[src/rtl/icr_pkg.sv]
// ----------------------------------------------------------------------------
// icr_pkg
// shared types and constants for the icmp reply classifier
// ----------------------------------------------------------------------------
package icr_pkg;

  localparam int unsigned MAX_DATAGRAM_BYTES = 65535;
  localparam int unsigned POS_W = 16;

  localparam logic [7:0] TYPE_TIME_EXCEEDED = 8'd11;
  localparam logic [7:0] TYPE_ECHO_REPLY    = 8'd0;

  localparam int unsigned QUEUE_DEPTH = 4;
  localparam int unsigned QUEUE_AW    = $clog2(QUEUE_DEPTH);

  // reply kind codes on the result port
  localparam logic [1:0] KIND_TIME_EXCEEDED = 2'd0;
  localparam logic [1:0] KIND_ECHO_REPLY    = 2'd1;
  localparam logic [1:0] KIND_OTHER         = 2'd2;

  // configuration register indexes
  localparam logic [1:0] REG_EXPECTED_SEQUENCE   = 2'd0;
  localparam logic [1:0] REG_EXPECTED_IDENTIFIER = 2'd1;

  // front-end verdict: which id/seq word is to be checked, if any
  typedef enum logic [1:0] {
    CLS_TIME_EXCEEDED,
    CLS_ECHO_REPLY,
    CLS_OTHER
  } cls_t;

  typedef struct packed {
    cls_t        cls;
    logic [31:0] id_seq;
    logic [31:0] src;
  } rec_t;

  typedef struct packed {
    logic        valid;
    logic [1:0]  index;
    logic [15:0] data;
  } cfg_wr_t;

endpackage

[src/rtl/icr_front.sv]
// ----------------------------------------------------------------------------
// icr_front
// byte parser: tracks position, captures fields, classifies at the last byte
// ----------------------------------------------------------------------------
module icr_front import icr_pkg::*; (
  input  logic       clk,
  input  logic       rst_n,
  input  logic       accept,
  input  logic [7:0] packet_byte,
  input  logic       last_byte,
  output logic       rec_push,
  output rec_t       rec
);

  logic [POS_W-1:0] pos_r, pos_nxt;
  logic [5:0]       outer_hdr_r, outer_hdr_nxt;
  logic [5:0]       inner_hdr_r, inner_hdr_nxt;
  logic [7:0]       type_r, type_nxt;
  logic [31:0]      src_r, src_nxt;
  logic [31:0]      outer_word_r, outer_word_nxt;
  logic [31:0]      inner_word_r, inner_word_nxt;
  logic [3:0]       flags_r, flags_nxt;

  logic [POS_W-1:0] h16, q16;
  logic             active;

  assign active = (pos_r != POS_W'(MAX_DATAGRAM_BYTES));

  always_comb begin
    pos_nxt        = pos_r;
    outer_hdr_nxt  = outer_hdr_r;
    inner_hdr_nxt  = inner_hdr_r;
    type_nxt       = type_r;
    src_nxt        = src_r;
    outer_word_nxt = outer_word_r;
    inner_word_nxt = inner_word_r;
    flags_nxt      = flags_r;
    h16            = '0;
    q16            = '0;
    if (active) begin
      if (pos_r == '0) begin
        outer_hdr_nxt = {packet_byte[3:0], 2'b00};
      end
      h16 = {{(POS_W-6){1'b0}}, outer_hdr_nxt};
      if (pos_r >= POS_W'(12) && pos_r <= POS_W'(15)) begin
        src_nxt = {src_r[23:0], packet_byte};
        if (pos_r == POS_W'(15)) begin
          flags_nxt[0] = 1'b1;
        end
      end
      if (pos_r == h16) begin
        type_nxt     = packet_byte;
        flags_nxt[1] = 1'b1;
      end
      // headers are word multiples, so the byte lane is the low position bits
      if (pos_r >= h16 + POS_W'(4) && pos_r <= h16 + POS_W'(7)) begin
        outer_word_nxt[pos_r[1:0]*8 +: 8] = packet_byte;
        if (pos_r == h16 + POS_W'(7)) begin
          flags_nxt[2] = 1'b1;
        end
      end
      if (pos_r == h16 + POS_W'(8)) begin
        inner_hdr_nxt = {packet_byte[3:0], 2'b00};
      end
      q16 = h16 + POS_W'(8) + {{(POS_W-6){1'b0}}, inner_hdr_nxt};
      if (pos_r >= q16 + POS_W'(4) && pos_r <= q16 + POS_W'(7)) begin
        inner_word_nxt[pos_r[1:0]*8 +: 8] = packet_byte;
        if (pos_r == q16 + POS_W'(7)) begin
          flags_nxt[3] = 1'b1;
        end
      end
      pos_nxt = pos_r + POS_W'(1);
    end
  end

  // verdict from the state as it stands after this byte
  always_comb begin
    rec.cls    = CLS_OTHER;
    rec.id_seq = outer_word_nxt;
    rec.src    = src_nxt;
    if (flags_nxt[0] && flags_nxt[1]) begin
      if (type_nxt == TYPE_TIME_EXCEEDED && flags_nxt[3]) begin
        rec.cls    = CLS_TIME_EXCEEDED;
        rec.id_seq = inner_word_nxt;
      end else if (type_nxt == TYPE_ECHO_REPLY && flags_nxt[2]) begin
        rec.cls = CLS_ECHO_REPLY;
      end
    end
  end

  assign rec_push = accept && last_byte;

  always_ff @(posedge clk) begin
    if (!rst_n || rec_push) begin
      pos_r        <= '0;
      outer_hdr_r  <= '0;
      inner_hdr_r  <= '0;
      type_r       <= '0;
      src_r        <= '0;
      outer_word_r <= '0;
      inner_word_r <= '0;
      flags_r      <= '0;
    end else if (accept) begin
      pos_r        <= pos_nxt;
      outer_hdr_r  <= outer_hdr_nxt;
      inner_hdr_r  <= inner_hdr_nxt;
      type_r       <= type_nxt;
      src_r        <= src_nxt;
      outer_word_r <= outer_word_nxt;
      inner_word_r <= inner_word_nxt;
      flags_r      <= flags_nxt;
    end
  end

endmodule

[src/rtl/icr_queue.sv]
// ----------------------------------------------------------------------------
// icr_queue
// small queue of verdict records between front and back
// ----------------------------------------------------------------------------
module icr_queue import icr_pkg::*; (
  input  logic clk,
  input  logic rst_n,
  input  logic push,
  input  rec_t push_rec,
  output logic full,
  input  logic pop,
  output logic empty,
  output rec_t pop_rec
);

  rec_t                mem [QUEUE_DEPTH];
  logic [QUEUE_AW-1:0] wr_ptr_r, rd_ptr_r;
  logic [QUEUE_AW:0]   count_r;
  logic                do_push, do_pop;

  assign full    = (count_r == (QUEUE_AW+1)'(QUEUE_DEPTH));
  assign empty   = (count_r == '0);
  assign do_push = push && !full;
  assign do_pop  = pop && !empty;
  assign pop_rec = mem[rd_ptr_r];

  always_ff @(posedge clk) begin
    if (do_push) begin
      mem[wr_ptr_r] <= push_rec;
    end
  end

  always_ff @(posedge clk) begin
    if (!rst_n) begin
      wr_ptr_r <= '0;
      rd_ptr_r <= '0;
      count_r  <= '0;
    end else begin
      if (do_push) begin
        wr_ptr_r <= wr_ptr_r + QUEUE_AW'(1);
      end
      if (do_pop) begin
        rd_ptr_r <= rd_ptr_r + QUEUE_AW'(1);
      end
      if (do_push && !do_pop) begin
        count_r <= count_r + (QUEUE_AW+1)'(1);
      end else if (do_pop && !do_push) begin
        count_r <= count_r - (QUEUE_AW+1)'(1);
      end
    end
  end

endmodule

[src/rtl/icr_back.sv]
// ----------------------------------------------------------------------------
// icr_back
// match registers, id/seq compare and result register
// ----------------------------------------------------------------------------
module icr_back import icr_pkg::*; (
  input  logic        clk,
  input  logic        rst_n,
  input  cfg_wr_t     cfg_wr,
  input  logic        q_empty,
  input  rec_t        q_rec,
  output logic        q_pop,
  input  logic        out_pop,
  output logic        out_empty,
  output logic [1:0]  out_reply_kind,
  output logic [31:0] out_source_address
);

  logic [15:0] exp_seq_r, exp_id_r;
  logic        valid_r;
  logic [1:0]  kind_r, kind_nxt;
  logic [31:0] src_r, src_nxt;
  logic        match;

  always_ff @(posedge clk) begin
    if (!rst_n) begin
      exp_seq_r <= 16'd1;
      exp_id_r  <= 16'd0;
    end else if (cfg_wr.valid) begin
      if (cfg_wr.index == REG_EXPECTED_SEQUENCE) begin
        exp_seq_r <= cfg_wr.data;
      end else if (cfg_wr.index == REG_EXPECTED_IDENTIFIER) begin
        exp_id_r <= cfg_wr.data;
      end
    end
  end

  // low half identifier, high half sequence, both raw little-endian pairs
  assign match = (q_rec.id_seq[15:0] == exp_id_r) && (q_rec.id_seq[31:16] == exp_seq_r);

  always_comb begin
    kind_nxt = KIND_OTHER;
    unique case (q_rec.cls)
      CLS_TIME_EXCEEDED: if (match) kind_nxt = KIND_TIME_EXCEEDED;
      CLS_ECHO_REPLY:    if (match) kind_nxt = KIND_ECHO_REPLY;
      CLS_OTHER:         kind_nxt = KIND_OTHER;
      default:           kind_nxt = KIND_OTHER;
    endcase
    src_nxt = (kind_nxt == KIND_OTHER) ? 32'd0 : q_rec.src;
  end

  assign q_pop = !q_empty && (!valid_r || out_pop);

  always_ff @(posedge clk) begin
    if (!rst_n) begin
      valid_r <= 1'b0;
    end else if (q_pop) begin
      valid_r <= 1'b1;
    end else if (out_pop) begin
      valid_r <= 1'b0;
    end
  end

  always_ff @(posedge clk) begin
    if (q_pop) begin
      kind_r <= kind_nxt;
      src_r  <= src_nxt;
    end
  end

  assign out_empty          = !valid_r;
  assign out_reply_kind     = kind_r;
  assign out_source_address = src_r;

endmodule

[src/rtl/icmp_reply_classifier_unit.sv]
// a result goes from the edge that accepts its last byte through the verdict queue into the result register
// throughput: one datagram byte per cycle while the verdict queue has room, set by the single-pass front parser
// the 4-deep verdict queue and the result register let both sides stall apart
// reset (rst_n low, synchronous): parser state, verdict queue and result register clear,
// expected_sequence returns to 1 and expected_identifier to 0
// ----------------------------------------------------------------------------
// icmp_reply_classifier_unit
// matches received icmp replies (time exceeded / echo reply) to a probe
// ----------------------------------------------------------------------------
module icmp_reply_classifier_unit import icr_pkg::*; (
  input  logic        clk,
  input  logic        rst_n,
  // input beats: one datagram byte each
  input  logic        in_push,
  output logic        in_full,
  input  logic [7:0]  in_packet_byte,
  input  logic        in_last_byte,
  // result beats: one per datagram
  output logic        out_empty,
  input  logic        out_pop,
  output logic [1:0]  out_reply_kind,
  output logic [31:0] out_source_address,
  // register writes
  input  logic        cfg_valid,
  output logic        cfg_ready,
  input  logic [1:0]  cfg_index,
  input  logic [15:0] cfg_data
);

  logic    in_accept;
  logic    rec_push;
  rec_t    rec_in, rec_out;
  logic    q_full, q_empty, q_pop;
  cfg_wr_t cfg_wr;

  // a byte is taken whenever the verdict queue has room; only last bytes push
  assign in_accept = in_push && !in_full;
  assign in_full   = q_full;

  // registers are always writable; writes to unknown indexes are dropped
  assign cfg_ready    = 1'b1;
  assign cfg_wr.valid = cfg_valid && cfg_ready;
  assign cfg_wr.index = cfg_index;
  assign cfg_wr.data  = cfg_data;

  // front: position tracking, field capture, per-datagram verdict
  icr_front u_front (
    .clk         (clk),
    .rst_n       (rst_n),
    .accept      (in_accept),
    .packet_byte (in_packet_byte),
    .last_byte   (in_last_byte),
    .rec_push    (rec_push),
    .rec         (rec_in)
  );

  // decoupling queue
  icr_queue u_queue (
    .clk      (clk),
    .rst_n    (rst_n),
    .push     (rec_push),
    .push_rec (rec_in),
    .full     (q_full),
    .pop      (q_pop),
    .empty    (q_empty),
    .pop_rec  (rec_out)
  );

  // back: compare against expected id/seq, drive the result register
  icr_back u_back (
    .clk                (clk),
    .rst_n              (rst_n),
    .cfg_wr             (cfg_wr),
    .q_empty            (q_empty),
    .q_rec              (rec_out),
    .q_pop              (q_pop),
    .out_pop            (out_pop),
    .out_empty          (out_empty),
    .out_reply_kind     (out_reply_kind),
    .out_source_address (out_source_address)
  );

endmodule

[config.mk]
export PLATFORM = sky130hd
export DESIGN_NAME = icmp_reply_classifier_unit
export DESIGN_NICKNAME = d
export VERILOG_FILES = /design/src/rtl/icr_pkg.sv /design/src/rtl/icr_front.sv /design/src/rtl/icr_queue.sv /design/src/rtl/icr_back.sv /design/src/rtl/icmp_reply_classifier_unit.sv
export SDC_FILE = /design/constraint.sdc
export NUM_CORES = 1
export LEC_CHECK = 0
export BUFFER_PORTS_ARGS = -buffer_cell sky130_fd_sc_hd__buf_2
export CORE_MARGIN = 4
export CORE_UTILIZATION = 36
export DETAILED_ROUTE_END_ITERATION = 6
export SLEW_MARGIN = 20
export SYNTH_ARGS = -nofsm -noshare
export SYNTH_HDL_FRONTEND = slang
export SYNTH_SLANG_ARGS = --single-unit
[constraint.sdc]
create_clock -name clk -period 17.2 [get_ports clk]
set_input_delay 0.86 -clock clk [delete_from_list [all_inputs] [get_ports clk]]
set_output_delay 0.86 -clock clk [all_outputs]
set_load 0.05 [all_outputs]
Yosys cells after proc, flatten, opt, wreduce, memory -nomap -nowiden
Memories as Yosys holds them, arrays and structs flattened. A register that Yosys moved wholly into a read port is not among the register bits.
Cells that the tools add are included.
W data, S select, Z words.

storage, ports and cells
  bits in registers = 210
  memory bits (writable) = 264
  memories kept = 1
  output and inout bits = 37

cells by class
  bitwise operators = 1
  magnitude comparators = 6
  reduce and logical (&&, ||, !) cells = 32
  mux-type cells = 37
  equal/unequal tests = 13
  add/sub/neg operators = 12
  shifts and indexed selects = 2

memories
  memory       depth  width  read ports  clocked after memory_dff  write ports  RTL line         RTL
  u_queue.mem  4      66     1           1                         1            icr_queue.sv:16  rec_t mem [QUEUE_DEPTH];

operators with widths
  cell                       count
  $mux W32                   7
  $eq A16 B16 Y1             5
  $bwmux W32                 2
  $mux W34                   1
  $neg A5 Y34                1
  $shift A8 B34 Y32 const A  1
  $shiftx A8 B34 Y32         1
  $add A16 B3 Y16 const B    2
  $ge A16 B16 Y1             2
  $le A16 B16 Y1             2
  $mux W6                    4
  $add A16 B1 Y16 const B    1
  $add A16 B6 Y16            1
  $eq A16 B4 Y1 const B      1
  $eq A16 B6 Y1              1
  $ge A16 B4 Y1 const B      1
  $le A16 B4 Y1 const B      1
  $logic_not A16 Y1          1
  $mux W8                    2
  $ne A16 B16 Y1 const B     1
  $add A6 B3 Y7 const B      2
  $logic_and A1 B1 Y1        14
  $mux W2                    6
  $mux W1                    11
  other kinds (20)           32

Depth between registers and ports, before layout
  word-level depth = 17
  depth in mapped cells = 34
  mapped depth without buffers = 29

Hierarchy
A second synthesis with hierarchy kept.

unflattened totals
  cells, all modules = 1636
  area, all modules = 21759.6 µm²

modules (own cells, without submodules)
  module                      area each (µm²)  cells an instance  times used  sequential area each (µm²)
  icr_queue                   10000.8          392                1           8107.8
  icr_front                   8358.0           921                1           2722.6
  icr_back                    3375.7           320                1           1681.6
  icmp_reply_classifier_unit  25.0             3                  1           0.0

Least setup slack after synthesis
No wires, ideal clock.

  path type = register to register
  from = register u_front.pos_r[0]
  to = memory u_queue.mem[0][44] (netlist bit) (data pin)
  arrival time = 6.915 ns
  buffers on the path = 5
  period minus slack after synthesis = 7.192 ns
  cell stages (with the launch flop) = 33
  path slack = 10.008 ns
  library setup time = 0.276 ns
  path through = dfxtp_1 clkbuf_1 inv_1 ha_1 nor3b_1 nand4_4 mux2i_1 inv_1 ha_1 xnor3_1 nor4_1 buf_2 nand2b_1 inv_1 ha_1 a21o_1 a21oi_1 o21bai_1 a21oi_1 xnor2_1 and2_1 nor2b_1 xnor2_1 ha_1 a21oi_1 nor2b_1 o41a_1 buf_1 or3_1 clkbuf_1 clkbuf_1 a22oi_1 mux2i_1

RTL lines
  item                    RTL line          RTL
  from (decl)             icr_front.sv:15   logic [POS_W-1:0] pos_r, pos_nxt;
  from (signal assigned)  icr_front.sv:104  pos_r <= pos_nxt;
  to (decl)               icr_queue.sv:16

==> out/results.ini <==
[run_status]
outcome=completed

[floorplanning]
die_w_microns=250
dieArea_sq_mm=0.0626
rows=88
coreArea_sq_mm=0.0579
die-height_microns=250
pin_count=69
start_util_pct=36.5

[placed_design]
gp_congestion=0.834
detailed_place_hpwl_mm=29.3
io_buffer_count=67
numPlacedInstances=2442

[clock_network]
clkTransAtPathRegs_ps=60
cts_buffers=49
clock_tree.root_cell=clkbuf_16
post_cts_buffers=0
cts_htree_levels=2
clockBufferDepth=3
cts_resized=0
cts.sinks=476
clk_latency_ps=590
postCtsHoldBufs=0
tritoncts=built

[critical_path]
crit_path_start_kind=register
slowest_stage=nor3_2
endpoint_kind=register
critPathMaxFanout=11
cp.required_ps=17490
cpPeakStageDelay_ps=860
arrival_ps=8220
cp_common_cell=ha_1
critPathKind=register to register

[timing]
fin_setup_tns_ps=0
finClkSkew_ps=20.5
hold_viol_final=0
clock.fmax_ghz=0.126
setup_viol=0
worst_slew_pin_slew_ps=1100
period_share_pct=46.1
layout_min_cycle_time_ps=7930
final-max-slew-violation-count=0
rsz0062_at_grt=false
maxSlewHeadroom_pct=25.8

[yosys]
synth_top_area_cell=edfxtp_1
synthFlopType=edfxtp_1
seq_area_frac_synth_pct=59.3
synth_edf_count=298
syn_area_sq_mm=0.0211
netlist_instances=1682
yosysTopAreaCellShare_pct=42.4
ys_ff_latch=476
synthTopCellsByArea=edfxtp_1, dfxtp_1, mux4_2
syn_area_per_cell_sq_um=12.6
ys_types=58
async_flop_share_pct=0
yosysWarnings=0

[detailed_routing]
via_count=13000
drc=0
topRoutingLayerUsed=met5
first_pass_iters=5
antenna_left=0
vias_per_cell=5.13
met3RoutedLength_mm=2.28
routed_wl_mm=48.2
wl_met2_mm=23.7
drt_iter0_markers=798
wl_per_cell_microns=19.0
wl_met1_mm=21.1

[layout]
fillers=5385
final_cell_mix=edfxtp_1, nand2_1, dfxtp_1
drive_gt1_share_pct=14.4
synthToLayoutAreaGrowth_pct=12.8
fin_cells=2536
final_nets=1818
mostFrequentLayoutCell=edfxtp_1

[grt]
grt_remaining_overflow=0
grt_max_degree=131
grt_first_pass_wirelength_mm=75.8
antenna_found_initial=1
grt_pass1_vias=13200
track_usage_pct=15.1

[power_and_ir_drop]
leakagePower_nw=8.14
peakVddDrop_uv=127
cellPowerDensity_mw_per_mm2=132

[hold_path]
worstHoldPathType=register to register

[job]
max_cap_viol_count=0

==> critical path: cells and delay by family (launching register included) <==
kind | cells | cell delay (ps)
and+or+nand+nor | 9 | 2450
adders and majority gates | 4 | 1210
buffers and inverters | 4 | 870
DFF | 1 | 430
AOI/OAI and AO/OA | 3 | 890
muxes | 4 | 1080
xor gates and xnor gates | 2 | 680
==> where the power goes <==
part / switching (mW) / internal [mW]
Clock: 0.440 / 0.575
Sequential: 0.0634 / 1.33
Combinational: 0.464 / 0.268
Total: 0.968 / 2.17
==> cell type report <==
type,count,area [sq um],share of cell area [%]
Antenna cell,1,2.50,0.0105
Multi-Input combinational cell,1084,8170,34.3
Timing Repair Buffer,89,517,2.17
Inverter,29,109,0.457
Tap cell,765,957,4.02
Clock buffer,68,1330,5.58
Clock inverter,24,209,0.877
Sequential cell,476,12500,52.6
==> state kept, by name, summed over array words and instances, names as in the netlist, 8 cells and up, named ones only <==
name and flops:
u_back.exp_id_r 16, u_back.exp_seq_r 16, u_back.out_source_address 32, u_front.inner_word_r 32
u_front.outer_word_r 32, u_front.pos_r 16, u_front.src_r 32, u_front.type_r 8
u_queue.mem 264
==> metrics by stage <==
step                area, sq um  setup WS [ps]  hold WS, ps  total power [mW]  utilization (%)
detailed placement        22200           9260          444              2.16             38.4
CTS                       23800           9210          452              3.18             41.1
global route              23800           8420          469              3.29             41.1
floorplan                 21100          10010          424              1.96                -
finish                    23800           9270          449              3.14             41.1
global placement          22200           9470          438              2.14             38.4
==> cell usage after synthesis (6+ instances only) <==
master / number
buf_2: 6
nor4_1: 7
o21ai_0: 20
or3_1: 9
nor3_1: 46
clkbuf_1: 75
a21boi_0: 34
xnor2_1: 52
inv_1: 28
mux2i_1: 118
ha_1: 55
a22oi_1: 42
a21oi_1: 36
nand2b_1: 6
and2_1: 30
or4_1: 7
mux4_2: 66
edfxtp_1: 298
xor2_1: 21
nand4_1: 18
buf_1: 8
and3_1: 12
nand2_1: 203
nor2b_1: 43
dfxtp_1: 178
nand3_1: 39
nor2_1: 155
==> metal layers <==
| metal | GRT usage [%] | vias to the layer above |
|---|---|---|
| met5 | 0 | - |
| met1 | 20.0 | 6430 |
| met2 | 25.9 | 290 |
| met3 | 2.59 | 73 |
| li1 | - | 6213 |
| met4 | 4.12 | 2 |
==> final timing paths <==
kind / from / endpoint / slack (ps) / cells past startpoint
worst max-delay path: u_front.pos_r[0] / u_queue.mem[0][37] / 9270 / 26
worst min-delay path: u_front.inner_word_r[16] / u_front.inner_word_r[16] / 450 / 2
worst max register to register: u_front.pos_r[0] / u_queue.mem[0][37] / 9270 / 26
worst min register to register: u_front.inner_word_r[16] / u_front.inner_word_r[16] / 450 / 2
==> cell families after synthesis <==
kind of cell             Yosys count  synth area share [%]
AO/OA/AOI/OAI                    162                  5.13
XOR/XNOR                          74                  3.13
adder cells (fa/ha/maj)           57                  3.45
buffers and inverters            124                  2.40
flip-flops                       476                  59.3
multiplexers                     189                  12.9
other                              1                0.0178
AND/OR/NAND/NOR                  599                  13.7
Power figures use the tool's default switching activity.
